<file path="config.mk">
export PLATFORM = sky130hd
export DESIGN_NAME = npc_ctrl
export DESIGN_NICKNAME = d
export VERILOG_FILES = /design/src/design/npc_pkg.sv /design/src/design/npc_ctrl.sv
export SDC_FILE = /design/constraint.sdc
export NUM_CORES = 1
export LEC_CHECK = 0
export ABC_CLOCK_PERIOD_IN_PS = 2100
export BUFFER_PORTS_ARGS = -buffer_cell sky130_fd_sc_hd__buf_4
export CAP_MARGIN = 20
export CORE_ASPECT_RATIO = 0.75
export CORE_MARGIN = 5
export CORE_UTILIZATION = 40
export DETAILED_ROUTE_END_ITERATION = 7
export PLACE_DENSITY_LB_ADDON = 0.1
export SLEW_MARGIN = 20
export SYNTH_ARGS = -nofsm -noshare
export SYNTH_HDL_FRONTEND = slang
export SYNTH_SLANG_ARGS = --single-unit
export TNS_END_PERCENT = 20
</file>
<file path="constraint.sdc">
create_clock -name clk -period 2.1 [get_ports clk]
set_input_delay 0.21 -clock clk [delete_from_list [all_inputs] [get_ports clk]]
set_output_delay 0.21 -clock clk [all_outputs]
set_load 0.03 [all_outputs]
</file>
<file path="src/design/npc_pkg.sv">
// ----------------------------------------------------------------------------
// npc_pkg: shared types and constants for the nearest palette color search
// Palette geometry, field widths and the command/status bundles between the
// controller and the datapath.
// ----------------------------------------------------------------------------
package npc_pkg;

	localparam int PAL_DEPTH = 256;
	localparam int PAL_AW    = $clog2(PAL_DEPTH);
	localparam int COMP_W    = 16;
	localparam int BYTE_W    = 8;
	localparam int SQ_W      = 2 * BYTE_W;
	localparam int DIST_W    = 18;
	localparam int CNT_W     = 9;
	localparam int IDX_W     = 8;
	localparam int COLOR_W   = 3 * COMP_W;

	localparam logic [CNT_W-1:0]  CNT_RESET  = CNT_W'(256);
	localparam logic [DIST_W-1:0] DIST_BOUND = DIST_W'(3 * 256 * 256 + 10);

	localparam logic OP_WRITE = 1'b0;
	localparam logic OP_QUERY = 1'b1;

	typedef struct packed {
		logic              wr_en;
		logic              start;
		logic              rd_en;
		logic [PAL_AW-1:0] rd_addr;
		logic              load_out;
	} npc_cmd_t;

	typedef struct packed {
		logic [PAL_AW-1:0] last_addr;
		logic              pipe_busy;
		logic              out_full;
	} npc_stat_t;

endpackage

</file>
<file path="src/design/npc_ctrl.sv">
// ----------------------------------------------------------------------------
// npc_ctrl: search controller
// Accepts requests, sequences the palette scan addresses, waits for the
// distance pipeline to drain and hands the result to the output register.
// ----------------------------------------------------------------------------
module npc_ctrl
	import npc_pkg::*;
(
	input  logic      clk,
	input  logic      arst_n,
	input  logic      in_valid,
	output logic      in_ready,
	input  logic      operation,
	input  logic      out_ready,
	input  npc_stat_t stat,
	output npc_cmd_t  cmd
);

	localparam logic [1:0] ST_IDLE  = 2'd0;
	localparam logic [1:0] ST_SCAN  = 2'd1;
	localparam logic [1:0] ST_DRAIN = 2'd2;
	localparam logic [1:0] ST_DONE  = 2'd3;

	logic [1:0]        state_q;
	logic [PAL_AW-1:0] addr_q;
	logic [PAL_AW-1:0] last_q;
	logic              accept;

	assign in_ready = (state_q == ST_IDLE);
	assign accept   = in_valid && in_ready;

	always_comb begin
		cmd          = '0;
		cmd.wr_en    = accept && (operation == OP_WRITE);
		cmd.start    = accept && (operation == OP_QUERY);
		cmd.rd_en    = (state_q == ST_SCAN);
		cmd.rd_addr  = addr_q;
		cmd.load_out = (state_q == ST_DONE) && (!stat.out_full || out_ready);
	end

	always_ff @(posedge clk or negedge arst_n) begin
		if (!arst_n) begin
			state_q <= ST_IDLE;
			addr_q  <= '0;
			last_q  <= '0;
		end else begin
			case (state_q)
				ST_IDLE: begin
					if (cmd.start) begin
						addr_q  <= '0;
						last_q  <= stat.last_addr;
						state_q <= ST_SCAN;
					end
				end
				ST_SCAN: begin
					if (addr_q == last_q) begin
						state_q <= ST_DRAIN;
					end else begin
						addr_q <= addr_q + PAL_AW'(1);
					end
				end
				ST_DRAIN: begin
					if (!stat.pipe_busy) begin
						state_q <= ST_DONE;
					end
				end
				ST_DONE: begin
					if (cmd.load_out) begin
						state_q <= ST_IDLE;
					end
				end
				default: begin
					state_q <= ST_IDLE;
				end
			endcase
		end
	end

endmodule

</file>
==> results.yml, run 1 <==
sta:
  rsz0062_at_grt: "no"
  setup_viol: 0
  slew_violations: 0
  hold_viol_final: 0
  max_freq_mhz: 539
  fin_crit_sh: 0.883
  min_period_ns: 1.85
  tightest_slew_ns: 0.584
  skew_ns: 0.00938
  slew_headroom: 0.607
  fin_tns_setup_ns: 0
clocking:
  clk_latency_ns: 0.31
  clockRootBuffer: "clkbuf_4"
  cts_buffers: 3
  htreeDepth: 1
  clock-sinks: 18
  clockBufferDepth: 2
  cts_tree: "done"
  path_clk_slew_ns: 0.12
critical_path:
  cp_cell_sequence: "inv_1, ha_1, nand3_2, inv_1, buf_4"
  cp.depth: 5
  start_kind: "flip-flop"
  crit_slowest_cell: "dfrtp_1"
  reg2reg_slack_ns: 0.27
  worst-setup-path-type: "flip-flop to output port"
  r2r_cells: 5
  crit_required_ns: 1.89
  worstPathMaxFanout: 9
  endpoint_kind: "output port"
  crit_family: "flip-flops"
  cp.arrival_ns: 1.64
  slowest_delay_ns: 0.44
  path_buf_inv: 3
  cpMostUsedCell: "inv_1"
place:
  gp_congestion: 0.766
  dpl.cell_count: 161
  hpwlAfterDp_um: 1800
  numPortBuffers: 27
  place_area_um2: 1300
power:
  p_comb_frac: 0.049
  pwr-share-clk: 0.377
  p_seq_frac: 0.574
  pwr_density_cell_nw_per_um2: 447
  p_leak_nw: 0.712
  vdd_drop_max_mv: 0.244
  power_switching_uw: 134
  p_int_uw: 470
  switching_share: 0.221
logic_synthesis:
  ys_warn_count: 0
  avgSynthCellArea_um2: 10.7
  ys_seq_elements: 18
  syn_inst: 98
  synth_top_cell_by_area: "dfrtp_1"
  yosysSeqAreaShare: 0.431
  ys_types: 27
  synth_flop_cell: "dfrtp_1"
  synth_top_area_frac: 0.431
  syn_nets: 119
  synth_area_um2: 1040
  netlist_top_cells_area: "dfrtp_1 43%, mux2_2 8.6%, ha_1 7.2%"
  synth-async-reset-ratio: 1.00
  synth_enable_flop_cells: 0
floorplan:
  num_io_pins: 28
  rows: 16
  start_util: 0.408
  die-height_um: 54.3
  fp.coreArea_um2: 2560
  fp.dieArea_um2: 3740
  die_w_um: 69.0
min_path:
  hold_depth: 2
  hp-class: "primary input to flip-flop"
job:
  drv_cap: 0
routing:
  highest_layer: "met4"
  firstDrtPassIters: 4
  drt_iter0_markers: 39
  drc_errors: 0
  wl_met2_um: 1000
  dr_total_vias: 831
  wl_per_cell_um: 14.3
  dr_wl_met3_um: 148
  ant_nets: 0
  routed_wl_um: 2380
  routed_via_density: 5.01
  wl_met1_um: 1220
global_route:
  grt_pass1_vias: 816
  grt_start_max_net_pins: 19
  grt_overflow: 0
  antenna_found_initial: 0
  grtUsageTotal: 0.138
  grt_pass1_wl_um: 3960
cells_and_area:
  fin_nets: 152
  n_antenna_cell: 0
  instances_no_fill: 166
  areaGrowthSynthToFinish_pct: 29.2
  drive_above_1_share: 0.323
  fillers: 254
  design_area_um2: 1350
status:
  status: "finished clean"
==> per-stage QoR <==
stage               setup WS (ns)  utilization  power [mW]  hold WS (ns)
global placement            0.287        0.507       0.382        0.0974
CTS                        0.0761        0.525       0.607         0.127
finish                      0.245        0.527       0.604         0.131
global route                0.104        0.527       0.620         0.117
detailed placement          0.275        0.507       0.382        0.0973
floorplan                   0.258            -       0.354       -0.0856
==> registers in the layout (all words and copies together) (netlist names) <==
name     count
addr_q       8
last_q       8
state_q      2
==> synth_stat cells (2+ instances only) <==
cell type and n:
dfrtp_1 18, and4_1 2, nand4_1 5, nand3_1 3, a221o_1 2, mux2_2 8, and3_1 3, mux2i_1 6
nand2_1 12, nand3b_1 2, xnor2_1 8, nor2_1 2, o21ai_0 2, ha_1 6, inv_1 6, a22o_1 2
==> placed cells by master (no fill, tap or decap), types with 2 or more instances in the layout <==
cell,instances
nor2_1,2
buf_4,29
and4_1,2
o21ai_0,2
nand3_1,2
and3_1,3
a221o_1,2
ha_1,6
xnor2_1,8
a22o_1,2
mux2i_1,6
nand4_1,5
nand2_1,12
clkbuf_4,3
dfrtp_1,18
inv_1,6
mux2_2,8
nand3b_1,2
==> what timing repair did <==
item | in CTS | in global routing
buffers inserted | 0 | 0
endpoints found under the setup margin | 0 | 1
resized for setup | 0 | 1
endpoints found under the hold margin | 18 | 0
hold buffers | 1 | 0
==> layer usage <==
| metal | global-route usage | vias up |
|---|---|---|
| li1 | - | 414 |
| met1 | 0.187 | 394 |
| met2 | 0.210 | 21 |
| met3 | 0.0532 | 2 |
| met4 | 0.0292 | 0 |
| met5 | 0 | - |
==> worst paths after layout <==
| kind | start | end |
|---|---|---|
| worst min-delay path | stat[3] | last_q[1] |
| min in group asynchronous | arst_n | state_q[1] |
| worst max-delay path | state_q[1] | cmd[10] |
| worst min register to register | last_q[2] | last_q[2] |
| worst max register to register | addr_q[0] | state_q[1] |
| max in group asynchronous | arst_n | last_q[7] |
==> cell families (layout without fill, tap and decap cells) <==
family / after synthesis / after routing / share of synthesized area
muxes: 15 / 15 / 0.154
adders and majority gates: 6 / 6 / 0.0719
and+or+nand+nor: 32 / 32 / 0.164
AOI/OAI and AO/OA: 11 / 11 / 0.0815
DFF: 18 / 18 / 0.431
xor gates and xnor gates: 8 / 8 / 0.0671
buffers and inverters: 8 / 40 / 0.0299
==> power by group through the flow <==
stage / registers [mW] / logic [mW] / clock network [mW]
finish: 0.346 / 0.0297 / 0.228
global route: 0.346 / 0.0336 / 0.240
detailed placement: 0.353 / 0.0291 / 0
floorplan: 0.353 / 0.00111 / 0
CTS: 0.346 / 0.0305 / 0.230
global placement: 0.353 / 0.0287 / 0
==> final cells by class <==
class / instances / area, µm² / share of cell area
flip-flops and latches: 18 / 450 / 0.334
repair buffers: 30 / 228 / 0.169
clock buffers: 4 / 36.3 / 0.0269
inverters: 6 / 22.5 / 0.0167
well taps: 36 / 45.0 / 0.0334
multi-input cells: 72 / 568 / 0.421
Power figures use the tool's default switching activity.
==> run 2: changes to the inputs <==
--- a/config.mk
+++ b/config.mk
@@ -13,6 +13,7 @@
 export CORE_UTILIZATION = 40
 export DETAILED_ROUTE_END_ITERATION = 7
 export PLACE_DENSITY_LB_ADDON = 0.1
+export SETUP_SLACK_MARGIN = 0.5
 export SLEW_MARGIN = 20
 export SYNTH_ARGS = -nofsm -noshare
 export SYNTH_HDL_FRONTEND = slang
==> run 2 against run 1 <==
Compared with the run above: the flow now finishes with violations (design-rule violations); register-to-register slack improved by 0.12 ns; clock skew increased by 0.0098 ns; final area increased by 10%; non-clock buffer count increased by 11; worst hold slack improved by 0.019 ns; setup slack better by 0.15 ns; sequential power hardly changed; final cell count increased by 6.6%; largest cell class unchanged; largest power group unchanged; highest routed layer unchanged.
==> results.yml, run 2 (synthesized netlist as in run 1, its figures left out) <==
status:
  status: "finished with violations"
  failed_checks: "design-rule violations"
place:
  place_area_um2: 1310
  dpl.cell_count: 160
  hpwlAfterDp_um: 1840
  gp_congestion: 0.773
  numPortBuffers: 27
clocking:
  clock-sinks: 18
  clk_latency_ns: 0.30
  cts_tree: "done"
  cts_buffers: 3
  clockBufferDepth: 2
  htreeDepth: 1
  clockRootBuffer: "clkbuf_4"
  path_clk_slew_ns: 0.11
floorplan:
  rows: 16
  num_io_pins: 28
  start_util: 0.408
  fp.coreArea_um2: 2560
  die_w_um: 69.0
  die-height_um: 54.3
  fp.dieArea_um2: 3740
routing:
  firstDrtPassIters: 8
  wl_per_cell_um: 14.8
  drt_iter0_markers: 32
  routed_wl_um: 2630
  ant_nets: 0
  dr_total_vias: 884
  routed_via_density: 4.99
  drc_errors: 1
global_route:
  grt_pass1_vias: 922
  grt_overflow: 0
  antenna_found_initial: 0
  grt_start_max_net_pins: 19
  grtUsageTotal: 0.154
  grt_pass1_wl_um: 4440
cells_and_area:
  design_area_um2: 1490
  areaGrowthSynthToFinish_pct: 42.4
  layout_common_cells: "39 x buf_4, 11 x nand2_1, 10 x dfrtp_1"
  fillers: 256
  top_regs: "addr_q x8, last_q x8, state_q x2"
  fin_nets: 163
  drive_above_1_share: 0.496
  layout_commonest_cell: "buf_4"
  instances_no_fill: 177
  n_antenna_cell: 0
critical_path:
  reg2reg_slack_ns: 0.39
  endpoint_kind: "flip-flop"
  crit_family: "flip-flops"
  crit_slowest_cell: "dfrtp_2"
  slowest_delay_ns: 0.44
  start_kind: "flip-flop"
  cp.arrival_ns: 1.91
  cp_cell_sequence: "xnor2_2, nand4_1, or2_1, a221o_1, mux2_4"
  worst-setup-path-type: "flip-flop to flip-flop"
  crit_required_ns: 2.30
  worstPathMaxFanout: 2
  path_buf_inv: 0
sta:
  hold_viol_final: 0
  slew_violations: 0
  fin_crit_sh: 0.812
  setup_viol: 0
  skew_ns: 0.0192
  min_period_ns: 1.71
  max_freq_mhz: 586
  rsz0062_at_grt: "yes"
  slew_headroom: 0.606
  tightest_slew_ns: 0.585
  fin_tns_setup_ns: 0
  finalHoldWorstSlack_ns: 0.149
power:
  pwr_density_cell_nw_per_um2: 376
  vdd_drop_max_mv: 0.245
  p_leak_nw: 0.766
job:
  drv_cap: 0
min_path:
  hp-class: "primary input to flip-flop"
[run 2: changes by cell type in the layout (fill, tap and decap cells not counted), sizes merged]
cell,before,now
buf,29,40
[run 2: worst paths after layout]
check                           from         end  cells after the start
max reg2reg                addr_q[4]  state_q[1]                      5
min in group asynchronous     arst_n   addr_q[7]                      2
min                          stat[5]   last_q[3]                      2
max                        addr_q[4]  state_q[1]                      5
min reg2reg                last_q[0]   last_q[0]                      1
max in group asynchronous     arst_n   addr_q[1]                      2
[run 2: report_power, final]
part	internal, mW	switching (mW)
logic	0.0182	0.0129
clock network	0.0739	0.108
registers	0.346	0
[run 2: cell type report]
cell class | instances | area, µm² | share of cell area
Inverter | 6 | 22.5 | 0.0151
Multi-Input combinational cell | 72 | 619 | 0.416
Sequential cell | 18 | 460 | 0.310
Timing Repair Buffer | 41 | 314 | 0.211
Clock buffer | 4 | 26.3 | 0.0177
Tap cell | 36 | 45.0 | 0.0303
[run 2: what timing repair did]
action,CTS,global route
pin swaps,5,3
endpoints found under the setup margin,20,13
endpoints found under the hold margin,18,0
hold buffers,1,0
buffers inserted,8,4
gates resized for setup,6,5
[run 2: stage by stage]
stage          power (mW)  utilization  setup slack [ns]
5_1_grt             0.588        0.581             0.336
2_1_floorplan       0.354            -             0.361
6_report            0.559        0.581             0.394
3_3_place_gp        0.382        0.510             0.341
3_5_place_dp        0.382        0.510             0.299
4_1_cts             0.571        0.562             0.370
[run 2: worst register-to-register path, stage by stage, from the launching register on]
cell     delay (ns)
dfrtp_2        0.44
xnor2_2        0.16
nand4_1        0.11
or2_1          0.25
a221o_1        0.33
mux2_4         0.31
[run 2: routing by layer]
| layer | wire length, µm | up-vias | global-route usage |
|---|---|---|---|
| li1 | - | 438 | - |
| met1 | 1230 | 419 | 0.188 |
| met2 | 1240 | 25 | 0.264 |
| met3 | 146 | 2 | 0.0532 |
| met4 | 12 | 0 | 0.0455 |
| met5 | 0 | - | 0 |
==> run 3: changes to the inputs <==
--- a/config.mk
+++ b/config.mk
@@ -5,7 +5,7 @@
 export SDC_FILE = /design/constraint.sdc
 export NUM_CORES = 1
 export LEC_CHECK = 0
-export ABC_CLOCK_PERIOD_IN_PS = 2100
+export ABC_CLOCK_PERIOD_IN_PS = 1400
 export BUFFER_PORTS_ARGS = -buffer_cell sky130_fd_sc_hd__buf_4
 export CAP_MARGIN = 20
 export CORE_ASPECT_RATIO = 0.75
==> constraint.sdc (replaced) <==
create_clock -name clk -period 1.4 [get_ports clk]
set_input_delay 0.14 -clock clk [delete_from_list [all_inputs] [get_ports clk]]
set_output_delay 0.14 -clock clk [all_outputs]
set_load 0.03 [all_outputs]
==> run 3 against run 2 <==
Compared with the run above: global-route usage fell by 0.51 points; sequential power rose by 50%; fmax fell by 1.0%; final area rose by 9.8%; combinational power rose by 51%; utilization rose by 5.7 points; first-iteration DRC count rose by 140%; sequential share of layout area fell by 2.8 points; via count rose by 4.8%; the run ends with negative setup slack left.
==> results.yml, run 3 (synthesized netlist as in run 1, its figures left out) <==
sta:
  tightest_slew_ns: 0.352
  fin_crit_sh: 1.23
  skew_ns: 0.0103
  hold_viol_final: 0
  slew_violations: 0
  max_freq_mhz: 580
  finalHoldWorstSlack_ns: 0.0715
  rsz0062_at_grt: "yes"
  setup_viol: 23
  slew_headroom: 0.763
  min_period_ns: 1.72
  fin_ws_ns: -0.323
floorplan:
  die_w_um: 69.0
  die-height_um: 54.3
  start_util: 0.408
  num_io_pins: 28
  rows: 16
  fp.coreArea_um2: 2560
  fp.dieArea_um2: 3740
cells_and_area:
  layout_commonest_cell: "buf_4"
  drive_above_1_share: 0.517
  fin_nets: 173
  areaGrowthSynthToFinish_pct: 56.4
  top_regs: "addr_q x8, last_q x8, state_q x2"
  n_antenna_cell: 0
  layout_common_cells: "32 x buf_4, 17 x buf_6, 12 x nand2_1"
  utilization: 0.638
clocking:
  clock-sinks: 18
  cts_buffers: 3
  htreeDepth: 1
  clockBufferDepth: 2
  clockRootBuffer: "clkbuf_4"
  cts_tree: "done"
  path_clk_slew_ns: 0.11
  clk_latency_ns: 0.30
critical_path:
  cp_cell_sequence: "xnor2_1, nand4_1, or2_1, a221o_1, mux2_4"
  startpoint: "addr_q[4]"
  endpoint_kind: "flip-flop"
  slowest_delay_ns: 0.44
  regToRegEndpoint: "state_q[1]"
  reg2reg_slack_ns: -0.32
  start_kind: "flip-flop"
  worst-setup-path-type: "flip-flop to flip-flop"
  cp.arrival_ns: 1.92
  cp-endpoint: "state_q[1]"
  worstPathMaxFanout: 2
  cp.depth: 5
  crit_required_ns: 1.60
  r2r_cells: 5
  crit_family: "flip-flops"
  r2r-start: "addr_q[4]"
  path_buf_inv: 0
  crit_slowest_cell: "dfrtp_2"
routing:
  firstDrtPassIters: 4
  drt_iter0_markers: 77
  dr_total_vias: 926
  routed_via_density: 4.95
  drc_errors: 0
  ant_nets: 0
  wl_per_cell_um: 14.2
  routed_wl_um: 2650
power:
  p_total_uw: 895
  p_leak_nw: 0.835
  pwr_density_cell_nw_per_um2: 548
  vdd_drop_max_mv: 0.603
status:
  status: "finished with violations"
  failed_checks: "negative setup slack"
global_route:
  grtUsageTotal: 0.149
  grt_overflow: 0
  grt_pass1_vias: 900
  grt_pass1_wl_um: 4350
  grt_start_max_net_pins: 19
  antenna_found_initial: 0
min_path:
  min_from: "stat[7]"
  hp-class: "primary input to flip-flop"
place:
  gp_congestion: 0.807
  numPortBuffers: 27
  hpwlAfterDp_um: 2040
  place_ws_ns: -0.335
job:
  drv_cap: 0
-- run 3: cell types whose count changed in the layout (fill, tap and decap cells not counted), sizes merged --
cell / delta
buf: +10
-- run 3: worst min path at each step --
stage,to,slack [ns],depth (start not counted)
floorplan,addr_q[0],-0.16,0
global placement,state_q[0],0.03,1
detailed placement,state_q[0],0.02,1
CTS,last_q[6],0.06,2
global route,last_q[6],0.05,2
finish,last_q[5],0.07,2
-- run 3: what timing repair did --
item	in CTS	in global routing
gates resized for setup	17	8
setup buffers	4	1
hold endpoints to repair	18	0
endpoints found under the setup margin	31	31
pin swaps	4	3
hold buffers	1	0
-- run 3: per-stage QoR --
stage | setup TNS [ns] | instances | instance area, µm²
2_1_floorplan | -1.55 | 98 | 1080
3_3_place_gp | -1.54 | 177 | 1460
3_5_place_dp | -1.82 | 177 | 1460
4_1_cts | -2.52 | 186 | 1590
5_1_grt | -4.38 | 187 | 1630
6_report | -2.77 | 187 | 1630
-- run 3: cell type report --
class	instances	area (µm²)
clock buffers	4	36.3
fillers	208	928
inverters	6	22.5
multi-input cells	72	613
flip-flops and latches	18	460
well taps	36	45.0
repair buffers	51	457
-- run 3: routing by layer --
layer	GRT usage	share of wire	routed length, µm	vias up
met1	0.195	0.49	1290	439
met4	0.0357	0.0049	13	0
li1	-	-	-	459
met2	0.244	0.46	1220	26
met5	0	0	0	-
met3	0.0477	0.047	124	2
-- run 3: worst reg2reg max path, delay by kind of cell (launching register included) --
family	cells	cell delay (ns)
xor+xnor	1	0.16
compound gates	1	0.33
simple gates	2	0.38
flops	1	0.44
mux	1	0.31
-- run 3: where the power goes --
group,leakage [nW],internal [mW],total [mW],switching [mW]
sequential,0.219,0.519,0.519,0
combinational,0.596,0.0273,0.0470,0.0196
clock,0.0210,0.159,0.329,0.170
